===== config.mk =====
export PLATFORM = sky130hd
export DESIGN_NAME = audio_bit_crusher_mix_unit
export DESIGN_NICKNAME = d
export VERILOG_FILES = /design/src/rtl/abcm_pkg.sv /design/src/rtl/abcm_crush.sv /design/src/rtl/audio_bit_crusher_mix_unit.sv
export SDC_FILE = /design/constraint.sdc
export NUM_CORES = 2
export LEC_CHECK = 0
export BUFFER_PORTS_ARGS = -buffer_cell sky130_fd_sc_hd__buf_4
export CAP_MARGIN = 30
export CORE_AREA = 4 4 175 304
export CTS_BUF_LIST = sky130_fd_sc_hd__clkbuf_2 sky130_fd_sc_hd__clkbuf_4 sky130_fd_sc_hd__clkbuf_8
export CTS_CLUSTER_DIAMETER = 30
export DETAILED_ROUTE_END_ITERATION = 16
export DIE_AREA = 0 0 179 308
export GPL_TIMING_DRIVEN = 0
export HOLD_SLACK_MARGIN = 0.06
export PLACE_DENSITY = 0.71
export RECOVER_POWER = 25
export SYNTH_ARGS = -nofsm -noshare
export SYNTH_HDL_FRONTEND = slang
export SYNTH_HIERARCHICAL = 1
export SYNTH_SLANG_ARGS = --single-unit

===== constraint.sdc =====
create_clock -name clock -period 17.3 [get_ports clock]
set_clock_uncertainty 0.15 [all_clocks]
set_input_delay 1.73 -clock clock [delete_from_list [all_inputs] [get_ports clock]]
set_output_delay 1.73 -clock clock [all_outputs]
set_load 0.01 [all_outputs]

===== src/rtl/abcm_pkg.sv =====
// Shared constants for the audio bit crusher and mix unit.
// Register map, configuration port widths and mix scaling; no dependencies.
package abcm_pkg;

   // configuration port widths
   localparam int CSR_INDEX_W = 3;
   localparam int CSR_DATA_W  = 16;

   // register field widths
   localparam int HOLD_W = 7;
   localparam int GAIN_W = 16;

   // gains are unsigned Q1.15
   localparam int GAIN_FRAC = 15;

   // register indexes
   localparam logic [CSR_INDEX_W-1:0] REG_HOLD_FACTOR = 3'd0;
   localparam logic [CSR_INDEX_W-1:0] REG_KEEP_MASK   = 3'd1;
   localparam logic [CSR_INDEX_W-1:0] REG_INVERT_MASK = 3'd2;
   localparam logic [CSR_INDEX_W-1:0] REG_DRY_GAIN    = 3'd3;
   localparam logic [CSR_INDEX_W-1:0] REG_WET_GAIN    = 3'd4;

endpackage


===== src/rtl/abcm_crush.sv =====
// Level quantiser for the bit crusher: magnitude to level, mask and invert,
// then back to sample scale with the original sign. Uses abcm_pkg.
module abcm_crush #(
   parameter int SAMPLE_WIDTH = 16,
   parameter int LEVEL_BITS   = 8
) (
   input  logic signed [SAMPLE_WIDTH-1:0] held,
   input  logic        [LEVEL_BITS-1:0]   keep_mask,
   input  logic        [LEVEL_BITS-1:0]   invert_mask,
   output logic signed [SAMPLE_WIDTH:0]   crushed
);
   import abcm_pkg::*;

   localparam longint FullScale = longint'(1) << (SAMPLE_WIDTH - 1);
   localparam longint LevelMax  = (longint'(1) << LEVEL_BITS) - 1;
   localparam int     NumLevels = 1 << LEVEL_BITS;
   localparam int     ProdW     = SAMPLE_WIDTH + LEVEL_BITS;

   logic [SAMPLE_WIDTH-1:0] mag;
   logic [ProdW-1:0]        scaled;
   logic [LEVEL_BITS-1:0]   level;
   logic [LEVEL_BITS-1:0]   level_mod;
   logic [SAMPLE_WIDTH-1:0] back;
   logic                    bypass;
   logic [SAMPLE_WIDTH-1:0] recon_tab [NumLevels];

   // reconstruction table: round(level * full scale / level max)
   for (genvar g = 0; g < NumLevels; g++) begin : g_recon
      localparam longint Recon = (longint'(g) * FullScale + LevelMax / 2) / LevelMax;
      assign recon_tab[g] = SAMPLE_WIDTH'(Recon);
   end

   // magnitude; the most negative sample maps to full scale
   assign mag = held[SAMPLE_WIDTH-1] ? (~held + 1'b1) : held;

   // round(mag * level max / full scale), times level max done as shift and subtract
   assign scaled = ({mag, {LEVEL_BITS{1'b0}}} - {{LEVEL_BITS{1'b0}}, mag})
                   + ProdW'(FullScale / 2);
   assign level  = scaled[ProdW-2 -: LEVEL_BITS];

   assign level_mod = (level & keep_mask) ^ invert_mask;
   assign back      = recon_tab[level_mod];

   // untouched path when every bit is kept and none inverted
   assign bypass = (&keep_mask) && (invert_mask == '0);

   always_comb begin
      if (bypass) begin
         crushed = {held[SAMPLE_WIDTH-1], held};
      end else if (held == '0) begin
         crushed = '0;
      end else if (held[SAMPLE_WIDTH-1]) begin
         crushed = -$signed({1'b0, back});
      end else begin
         crushed = $signed({1'b0, back});
      end
   end

endmodule


===== src/rtl/audio_bit_crusher_mix_unit.sv =====
// Audio bit crusher with sample-and-hold rate reduction and dry/wet mix.
// Top level; uses abcm_pkg and abcm_crush.
//
// Usage:
//   Samples enter on req_valid/req_stall/req_sample_in; a transfer happens
//   when req_valid is high and req_stall low. One mixed sample leaves per
//   input sample on rsp_valid/rsp_stall/rsp_sample_out, in order.
//   The user writes registers over csr_valid/csr_ready/csr_index/csr_data
//   only while the block is idle; the block does not enforce this, and
//   csr_ready is always high. An input register holds the sample and its
//   held sample, then crush, gain multiplies, sum and saturation run in
//   one pass into the output register, which drives rsp_valid.
//   Throughput is one sample per cycle while rsp_stall is low; each register
//   holds its item and advances when the one after it is empty or moving.
//   When the receiver stalls, req_stall rises once both registers hold an
//   item; nothing is dropped.
//   Synchronous reset empties both registers, clears the hold counter and
//   held sample, and loads hold_factor 1, keep_mask all ones,
//   invert_mask 0, dry_gain 0 and wet_gain unity.
module audio_bit_crusher_mix_unit #(
   parameter int SAMPLE_WIDTH = 16,
   parameter int LEVEL_BITS   = 8,
   parameter int MAX_HOLD     = 64
) (
   input  logic                               clock,
   input  logic                               reset,
   input  logic                               req_valid,
   output logic                               req_stall,
   input  logic signed [SAMPLE_WIDTH-1:0]     req_sample_in,
   output logic                               rsp_valid,
   input  logic                               rsp_stall,
   output logic signed [SAMPLE_WIDTH-1:0]     rsp_sample_out,
   input  logic                               csr_valid,
   output logic                               csr_ready,
   input  logic        [abcm_pkg::CSR_INDEX_W-1:0] csr_index,
   input  logic        [abcm_pkg::CSR_DATA_W-1:0]  csr_data
);
   import abcm_pkg::*;

   localparam int CountW  = $clog2(MAX_HOLD);
   localparam int FactW   = $clog2(MAX_HOLD + 1);
   localparam int CmpW    = (FactW > HOLD_W) ? FactW : HOLD_W;
   localparam int DryW    = SAMPLE_WIDTH + GAIN_W + 1;
   localparam int WetW    = SAMPLE_WIDTH + GAIN_W + 2;
   localparam int SumW    = WetW + 1;
   localparam int SatMax  = (1 << (SAMPLE_WIDTH - 1)) - 1;

   // configuration registers
   logic [HOLD_W-1:0]     hold_factor_ff;
   logic [LEVEL_BITS-1:0] keep_mask_ff;
   logic [LEVEL_BITS-1:0] invert_mask_ff;
   logic [GAIN_W-1:0]     dry_gain_ff;
   logic [GAIN_W-1:0]     wet_gain_ff;

   // hold state
   logic [CountW-1:0]              hold_count_ff, hold_count_in;
   logic signed [SAMPLE_WIDTH-1:0] held_ff, held_in;
   logic [CmpW-1:0]                factor;
   logic [CmpW-1:0]                count_inc;

   // input and output registers
   logic                           v1_ff, v2_ff;
   logic signed [SAMPLE_WIDTH-1:0] s1_x_ff, s1_held_ff;
   logic signed [SAMPLE_WIDTH-1:0] out_ff, out_in;
   logic signed [SAMPLE_WIDTH:0]   crushed;
   logic signed [DryW-1:0]         dry_prod;
   logic signed [WetW-1:0]         wet_prod;
   logic signed [SumW-1:0]         mix_sum, mix_shift;
   logic                           free1, free2, accept;

   assign csr_ready = 1'b1;

   // register writes
   always_ff @(posedge clock) begin
      if (reset) begin
         hold_factor_ff <= HOLD_W'(1);
         keep_mask_ff   <= '1;
         invert_mask_ff <= '0;
         dry_gain_ff    <= '0;
         wet_gain_ff    <= GAIN_W'(1 << GAIN_FRAC);
      end else if (csr_valid && csr_ready) begin
         case (csr_index)
            REG_HOLD_FACTOR: hold_factor_ff <= csr_data[HOLD_W-1:0];
            REG_KEEP_MASK:   keep_mask_ff   <= csr_data[LEVEL_BITS-1:0];
            REG_INVERT_MASK: invert_mask_ff <= csr_data[LEVEL_BITS-1:0];
            REG_DRY_GAIN:    dry_gain_ff    <= csr_data[GAIN_W-1:0];
            REG_WET_GAIN:    wet_gain_ff    <= csr_data[GAIN_W-1:0];
            default: ;
         endcase
      end
   end

   // flow control: a register loads when empty or when it moves on
   assign free2     = !v2_ff || !rsp_stall;
   assign free1     = !v1_ff || free2;
   assign req_stall = !free1;
   assign accept    = req_valid && free1;

   // hold factor limited to 1..MAX_HOLD
   always_comb begin
      factor = CmpW'(hold_factor_ff);
      if (factor == '0) begin
         factor = CmpW'(1);
      end else if (factor > CmpW'(MAX_HOLD)) begin
         factor = CmpW'(MAX_HOLD);
      end
   end

   // running sample-and-hold counter
   assign count_inc = CmpW'(hold_count_ff) + CmpW'(1);
   always_comb begin
      held_in       = (hold_count_ff == '0) ? req_sample_in : held_ff;
      hold_count_in = (count_inc >= factor) ? '0 : count_inc[CountW-1:0];
   end

   always_ff @(posedge clock) begin
      if (reset) begin
         hold_count_ff <= '0;
         held_ff       <= '0;
      end else if (accept) begin
         hold_count_ff <= hold_count_in;
         held_ff       <= held_in;
      end
   end

   // input register: input sample and held sample
   always_ff @(posedge clock) begin
      if (free1) begin
         s1_x_ff    <= req_sample_in;
         s1_held_ff <= held_in;
      end
   end

   // crushed held sample
   abcm_crush #(
      .SAMPLE_WIDTH (SAMPLE_WIDTH),
      .LEVEL_BITS   (LEVEL_BITS)
   ) u_crush (
      .held        (s1_held_ff),
      .keep_mask   (keep_mask_ff),
      .invert_mask (invert_mask_ff),
      .crushed     (crushed)
   );

   // gain products
   assign dry_prod = DryW'(s1_x_ff * $signed({1'b0, dry_gain_ff}));
   assign wet_prod = WetW'(crushed * $signed({1'b0, wet_gain_ff}));

   // sum, floor shift and saturate
   assign mix_sum   = SumW'(dry_prod) + SumW'(wet_prod);
   assign mix_shift = mix_sum >>> GAIN_FRAC;
   always_comb begin
      if (mix_shift > SumW'(SatMax)) begin
         out_in = SAMPLE_WIDTH'(SatMax);
      end else if (mix_shift < -SumW'(SatMax) - SumW'(1)) begin
         out_in = {1'b1, {(SAMPLE_WIDTH-1){1'b0}}};
      end else begin
         out_in = mix_shift[SAMPLE_WIDTH-1:0];
      end
   end

   always_ff @(posedge clock) begin
      if (free2) begin
         out_ff <= out_in;
      end
   end

   // valid bits
   always_ff @(posedge clock) begin
      if (reset) begin
         v1_ff <= 1'b0;
         v2_ff <= 1'b0;
      end else begin
         if (free1) v1_ff <= req_valid;
         if (free2) v2_ff <= v1_ff;
      end
   end

   assign rsp_valid      = v2_ff;
   assign rsp_sample_out = out_ff;

endmodule

### After elaboration in Yosys (flattened, before gate mapping)

Memory sizes are Yosys's and may differ from the RTL's.
Cells that the tools add are included.

* add/sub/neg operators: 6
* $lt $le $gt $ge: 5
* reduce and logical (&&, ||, !) cells: 19
* multiply operators: 2
* eq/ne operators: 4
* muxes and demuxes: 11
* bitwise operators: 4

Operators by type and width (count)
* two-way mux 16 bit: 5
* two-way mux 17 bit: 3
* adder 33 x 34 -> 35 bit: 1
* multiplier 17 x 17 -> 34 bit: 1
* multiplier 16 x 17 -> 33 bit: 1
* adder 23 x 15 -> 23 bit (second input constant): 1
* subtractor 23 x 16 -> 23 bit: 1
* > comparator 20 x 16 -> 1 bit (second input constant): 1
* less-than comparator 20 x 16 -> 1 bit (second input constant): 1
* negator 16 -> 17 bit: 1
* adder 16 x 1 -> 16 bit (second input constant): 1
* zero test 16 bit: 1
* NOT 16 bit: 1
* two-way mux 7 bit: 2
* AND reduction 2 bit: 5
* greater-or-equal comparator 9 bit (second input constant): 1
* NOT 8 -> 9 bit: 1
* bitwise AND 8 bit: 1
* zero test 8 bit: 1
* AND reduction 8 bit: 1
* bitwise XOR 8 bit: 1
* adder 6 x 1 -> 7 bit (second input constant): 1
* greater-or-equal comparator 7 bit: 1
* > comparator 7 bit (second input constant): 1
* 10 further kinds: 16

* input port bits: 40
* ROM bits: 4096
* output and inout port bits: 19
* word-level logic and storage cells: 64
* bits in registers: 127
* memories kept: 1

Memory list
* (no name shown): depth 256, width 16, read ports 1, clocked after memory_dff 0, wr ports 0, line abcm_crush.sv:42 `assign back = recon_tab[level_mod];`

### Depth between registers and ports, before layout

* depth after elaboration: 19
* depth in mapped cells: 54
* mapped depth without buffers: 51

### Modules after synthesis

The synthesis kept the hierarchy.

Modules (own cells, without submodules)
* audio_bit_crusher_mix_unit: instances 1, seq. area each 3022.9 µm², area each 24892.6 µm², cells an instance 2606
* abcm_crush: instances 1, seq. area each 0.0 µm², area each 2800.2 µm², cells an instance 395

### Least setup slack after synthesis

Ideal clock, no wire load.

* path type: register to register
* start point: register s1_held_ff[3]
* end point: register out_ff[10], in the netlist rsp_sample_out[10], data pin
* path buffers: 3
* data arrival time: 12.894 ns
* setup time: 0.258 ns
* setup slack: 3.998 ns
* stages on the path, launching flop included: 48
* data required time: 16.892 ns
* period minus slack after synthesis: 13.302 ns
* cells stage by stage: edfxtp_1 -> nor4_1 -> clkbuf_8 -> nand2_1 -> o41ai_1 -> xnor2_1 -> ha_1 -> inv_1 -> ha_1 -> nand3_1 -> nor2_1 -> nand4_4 -> or4_2 -> a31o_2 -> o31ai_1 -> o41ai_1 -> ha_1 -> nand2_1 -> [... 12 more ...] -> inv_1 -> fa_1 -> fa_1 -> fa_1 -> fa_1 -> inv_1 -> fa_1 -> inv_1 -> ha_1 -> a21oi_2 -> o21ai_1 -> a211o_1 -> and2_4 -> o41ai_2 -> nor2_1 -> o41ai_4 -> buf_6 -> a21oi_2

* word-level cells in the longest chain between the ends: 19
* elaborated cells on any way between the ends: 21
* those cells by class: add/sub (5); mul (1); order compare (2); mux (7); bitwise (4); reduce/logical (1); memory (1)

Ends and longest elaborated chain
* from (decl): line audio_bit_crusher_mix_unit.sv:63 `logic signed [SAMPLE_WIDTH-1:0] s1_x_ff, s1_held_ff;`
* from (signal assigned): line audio_bit_crusher_mix_unit.sv:130 `s1_held_ff <= held_in;`
* NOT 16 bit: line abcm_crush.sv:34 `assign mag = held[SAMPLE_WIDTH-1] ? (~held + 1'b1) : held;`
* adder 16 x 1 -> 16 bit: line abcm_crush.sv:34
* two-way mux 16 bit: line abcm_crush.sv:34
* subtractor 23 x 16 -> 23 bit: line abcm_crush.sv:37 `assign scaled = ({mag, {LEVEL_BITS{1'b0}}} - {{LEVEL_BITS{1'b0}}, mag})`
* adder 23 x 15 -> 23 bit: line abcm_crush.sv:38 `+ ProdW'(FullScale / 2);`
* bitwise AND 8 bit: line abcm_crush.sv:41 `assign level_mod = (level & keep_mask) ^ invert_mask;`
* bitwise XOR 8 bit: line abcm_crush.sv:41
* NOT 8 -> 9 bit (not written as such): line abcm_crush.sv:42
* [... 4 more ...]
* two-way mux 17 bit: line abcm_crush.sv:52 `end else if (held[SAMPLE_WIDTH-1]) begin`
* two-way mux 17 bit (*): line abcm_crush.sv:50 `end else if (held == '0) begin`
* two-way mux 17 bit (*): line abcm_crush.sv:48 `if (bypass) begin`
* named net crushed[16]: line audio_bit_crusher_mix_unit.sv:65 `logic signed [SAMPLE_WIDTH:0] crushed;`
* multiplier 17 x 17 -> 34 bit (*): line audio_bit_crusher_mix_unit.sv:147 `assign wet_prod = WetW'(crushed * $signed({1'b0, wet_gain_ff}));`
* adder 33 x 34 -> 35 bit (*): line audio_bit_crusher_mix_unit.sv:150 `assign mix_sum = SumW'(dry_prod) + SumW'(wet_prod);`
* less-than comparator 20 x 16 -> 1 bit: line audio_bit_crusher_mix_unit.sv:155 `end else if (mix_shift < -SumW'(SatMax) - SumW'(1)) begin`
* two-way mux 16 bit: line audio_bit_crusher_mix_unit.sv:155
* to (signal assigned): line audio_bit_crusher_mix_unit.sv:164 `out_ff <= out_in;`
* to (decl): line audio_bit_crusher_mix_unit.sv:64 `logic signed [SAMPLE_WIDTH-1:0] out_ff, out_in;`

Mark *: on every way through the listed nets, which the timed path passes. The rest lies on a longest branch. The select of a mux whose other input is x is not followed.
A chain may end at the register's enable or synchronous reset.

### Worst setup path after layout

* start point: register s1_held_ff[2]
* end point: register out_ff[5], in the netlist rsp_sample_out[5], data pin

Same word-level chain as after synthesis.

==> summary.md <==
| Metric | Value |
|---|---|
| Seq/Total Area, Yosys | a little over a tenth |
| Overflow left after global routing | 0 |
| First-pass GRT wire length | roughly 130000 um |
| Vias in the first global route | approximately 24k |
| Final GP Congestion | just over 1 |
| Setup crit end kind | register |
| Hold-critical path endpoint | hold_factor_ff[2]$_SDFFE_PP0P_ |
| Max Transition Viols Final | 0 |
| Number of remaining DRC errors | 0 |
| Int Pwr | 1520 uW |
| Hold depth | 2 |
| # rows | roughly 110 |
| Die Ht | 308 um |
| Cts bufs inserted | 17 |
| Worst VDD drop | about 0.096 mV |
| Status | finished clean |
| Rel. slew slack | a little under an eighth |
| Worst path max stage delay | 0.76 ns |
| Routed WL | between 80000 and 90000 um |
| Clock root buffer master | clkbuf_8 |
| Initial antenna violation count | 3 |
| Fmax | around 0.06 GHz |
| Port buffer count | 56 |
| Tmin final | 16.51 ns |
| Setup crit start kind | register |
| NumNets Final | 3895 |
| Cell Area, Synth | 27700 um^2 |
| Worst-Margin Slew | between 1 and 1.5 ns |
| Die Area | around 55000 um^2 |
| Net switching power figure | about 1800 uW |
| Setup Viol. Count Final | 0 |
| WS Path Type | reg -> reg |
| # fillers | around 4.6k |
| Post-route ant nets | 0 |
| Clock power frac | a little under a tenth |
| WP data required | 17.38 ns |
| Logic pwr share | about four fifths |
| Fin Setup TNS | 0 ns |
| Sequential share of power | between 10 and 15% |
| Worst r2r src | s1_held_ff[2]$_DFFE_PN_ |
| Total number of vias | 21.5k |
| DP Wirelength | roughly 75000 um |
| Reg2Reg Depth | 48 |
| Maxcap violations | 0 |
| EDFF count, synth | 48 |
| Switch share | 54.5% |
| HP Start | hold_factor_ff[2]$_SDFFE_PP0P_ |
| Storage cell area | 3020 um^2 |
| Critical Path Slowest Stage Cell | a211oi_1 |
| Buffer count from post-CTS setup fixing | 0 |
| Core footprint | a little over 50000 um^2 |
| Post-synthesis cell type count | around 120 |
| DRT Pass-1 Iters | 7 |
| Crit path buffers/inverters | 9 |
| Routed len/inst | roughly 23 um |
| Iter 0 DRT Violations | about 1.1k |
| Post-synth top flop | dfxtp_1 |
| Post-synth net total | around 3.8k |
| I/O pin cnt | slightly below 60 |
| RSZ-0062 raised after global routing | no |
| Total Power | roughly 3300 uW |
| #FFs+latches synth | 127 |
| HP Class | reg -> reg |
| Htree depth | 4 |
| Vias per Instance | between 5 and 6 |
| Skew-Pair Late Insertion Delay | about 0.48 ns |
| Crit path max-delay family | adder cells |
| Total GRT Usage | roughly 32% |
| Yosys warnings | 6 |
| Worst EP arrival | about 17 ns |
| Crit-path most repeated cell | fa_1 |
| Mapped Cells | 3001 |
| R2r endpoint | rsp_sample_out[5]$_SDFFCE_PN1P_ |
| CTS tree | done |
| FF-to-FF setup slack | between 0.7 and 0.8 ns |
| Die width | 179 um |
| Hold Buf Count CTS | 0 |
| Clock sinks | ~130 |
| Asr flop ratio synth | 0% |
| Final hold vios | 0 |
| Critical Path Fanout Max | 12 |
| Initial Util | between 50% and 60% |
| Multi-input logic area | ~22000 um^2 |
| Clock tree buffer depth | 2 |
| Reg clk slew, reported paths | between 0.1 and 0.15 ns |
| Period utilisation layout | 95.4% |
| Syn avg cell area | 9.23 um^2 |
| PwrDens | 114 nW/um^2 |
| Largest net degree at the start of global routing | 36 |
| Synthesis-to-layout area growth | 6.22% |
| Share of cells above drive strength 1 | just under 6% |
| Static Leak | 0.0145 uW |
synthesized netlist by cell type (4+ instances only):
library cell / number / area share, %
edfxtp_1: 48 / 5.2
a31oi_1: 8 / 0.18
dfxtp_1: 79 / 5.7
nor2b_1: 19 / 0.43
a21oi_2: 12 / 0.38
a21o_1: 18 / 0.49
nor4_1: 4 / 0.090
a21oi_1: 93 / 1.7
or2_2: 5 / 0.11
and2_1: 314 / 7.1
o21ai_1: 7 / 0.13
inv_1: 630 / 8.5
or4_1: 6 / 0.16
nor3b_1: 4 / 0.11
nand4_1: 15 / 0.34
buf_2: 6 / 0.11
o21a_1: 4 / 0.11
a41oi_1: 5 / 0.16
o21ai_0: 29 / 0.52
ha_1: 221 / 10
mux2_2: 16 / 0.65
a22oi_1: 4 / 0.11
nand2_1: 370 / 5.0
o21bai_1: 4 / 0.11
o31ai_1: 10 / 0.27
xor2_1: 14 / 0.44
xnor2_1: 33 / 1.0
nor3_1: 34 / 0.61
or3_1: 8 / 0.18
a211oi_1: 12 / 0.33
mux2i_1: 6 / 0.22
buf_6: 4 / 0.16
fa_1: 547 / 40
clkbuf_1: 102 / 1.4
nand2b_1: 11 / 0.25
nor2_1: 95 / 1.3
o211ai_1: 22 / 0.60
and4_1: 6 / 0.19
a211oi_2: 9 / 0.41
nand3b_1: 5 / 0.14
and3_1: 15 / 0.34
a211o_1: 11 / 0.35
nand3_1: 31 / 0.56
flip-flops by register name (all words and copies together), names as in the netlist:
signal,count
wet_gain_ff,16
dry_gain_ff,16
invert_mask_ff,8
rsp_valid,1
hold_factor_ff,7
v1_ff,1
keep_mask_ff,8
held_ff,16
s1_x_ff,16
rsp_sample_out,16
s1_held_ff,16
hold_count_ff,6
layout by cell type, fill, tap and decap left out, drive strengths merged, types with 18 or more instances in the layout:
cell type / n
inv: 637
fa: 547
nand2: 371
and2: 315
ha: 221
clkbuf: 144
a21oi: 107
nor2: 95
dfxtp: 79
buf: 63
edfxtp: 48
o21ai: 37
nor3: 35
xnor2: 34
nand3: 31
o211ai: 22
a211oi: 21
nor2b: 19
a21o: 19
and3: 18
repair_timing:
action | CTS | global route
setup endpoints to repair | 0 | 4
hold endpoints to repair | 0 | 0
resized for setup | 0 | 1
per-layer routing:
layer / vias to the layer above / GRT usage, % / wire length, um
met1: 10800 / 32.7 / 28000
met4: 2 / 25.2 / 8840
met3: 338 / 3.53 / 4240
met5: - / 0 / 17
li1: 9463 / - / -
met2: 838 / 58.6 / 44700
cell type report:
cell class | count | area share [%]
antenna | 1 | 0.00851
buffer | 122 | 1.83
tap | 666 | 2.83
clock inverter | 14 | 0.664
timing repair buffer | 67 | 1.48
multi-input combinational | 2121 | 74.0
sequential | 127 | 10.3
clock buffer | 18 | 0.821
inverter | 631 | 8.06
worst reg2reg max path: cells and delay by family (launching register included):
| kind | cells | cell delay, ns |
|---|---|---|
| flops | 1 | 0.54 |
| compound gates | 16 | 4.95 |
| simple gates | 9 | 2.58 |
| xor+xnor | 2 | 0.73 |
| buf+inv | 9 | 1.79 |
| fa+ha+maj | 12 | 5.52 |
power groups by stage:
stage	clock network (uW)	registers [uW]	logic, uW
2_1_floorplan	0	415	1830
6_report	309	417	2620
4_1_cts	308	416	2610
3_5_place_dp	0	423	2590
5_1_grt	320	418	2860
3_3_place_gp	0	422	2500
worst max path at each step:
stage	startpoint	endpoint	depth (start not counted)
after detailed placement	s1_held_ff[2]$_DFFE_PN_	rsp_sample_out[11]$_SDFFCE_PN1P_	48
after global routing	s1_held_ff[7]$_DFFE_PN_	rsp_sample_out[5]$_SDFFCE_PN1P_	45
after CTS	s1_held_ff[2]$_DFFE_PN_	rsp_sample_out[5]$_SDFFCE_PN1P_	48
after floorplan	s1_held_ff[3]$_DFFE_PN_	rsp_sample_out[10]$_SDFFCE_PN1P_	47
after global placement	s1_held_ff[5]$_DFFE_PN_	rsp_sample_out[12]$_SDFFCE_PN1P_	45
final	s1_held_ff[2]$_DFFE_PN_	rsp_sample_out[5]$_SDFFCE_PN1P_	48
logic make-up (layout without fill, tap and decap cells):
| group | after synthesis | in the layout | share of synthesized area (%) |
|---|---|---|---|
| XOR/XNOR | 50 | 50 | 1.71 |
| flip-flops | 127 | 127 | 10.9 |
| other | 1 | 2 | 0.0135 |
| AO/OA/AOI/OAI | 313 | 313 | 8.60 |
| multiplexers | 22 | 22 | 0.867 |
| buffers and inverters | 753 | 852 | 10.5 |
| AND/OR/NAND/NOR | 967 | 967 | 17.9 |
| adder cells (fa/ha/maj) | 768 | 768 | 49.5 |
metrics by stage:
stage | hold slack [ns] | setup WS, ns | util, % | cell area, um^2 | cells
global route | 0.366 | 0.0478 | 58.1 | 29400 | 3767
detailed placement | 0.322 | 0.776 | 57.4 | 29100 | 3734
floorplan | 0.287 | 4.00 | - | 27700 | 3001
CTS | 0.334 | 0.695 | 58.3 | 29500 | 3766
finish | 0.332 | 0.793 | 58.1 | 29400 | 3767
global placement | 0.304 | 0.911 | 57.2 | 28900 | 3723
No activity file was read; power rests on OpenSTA's default activity.
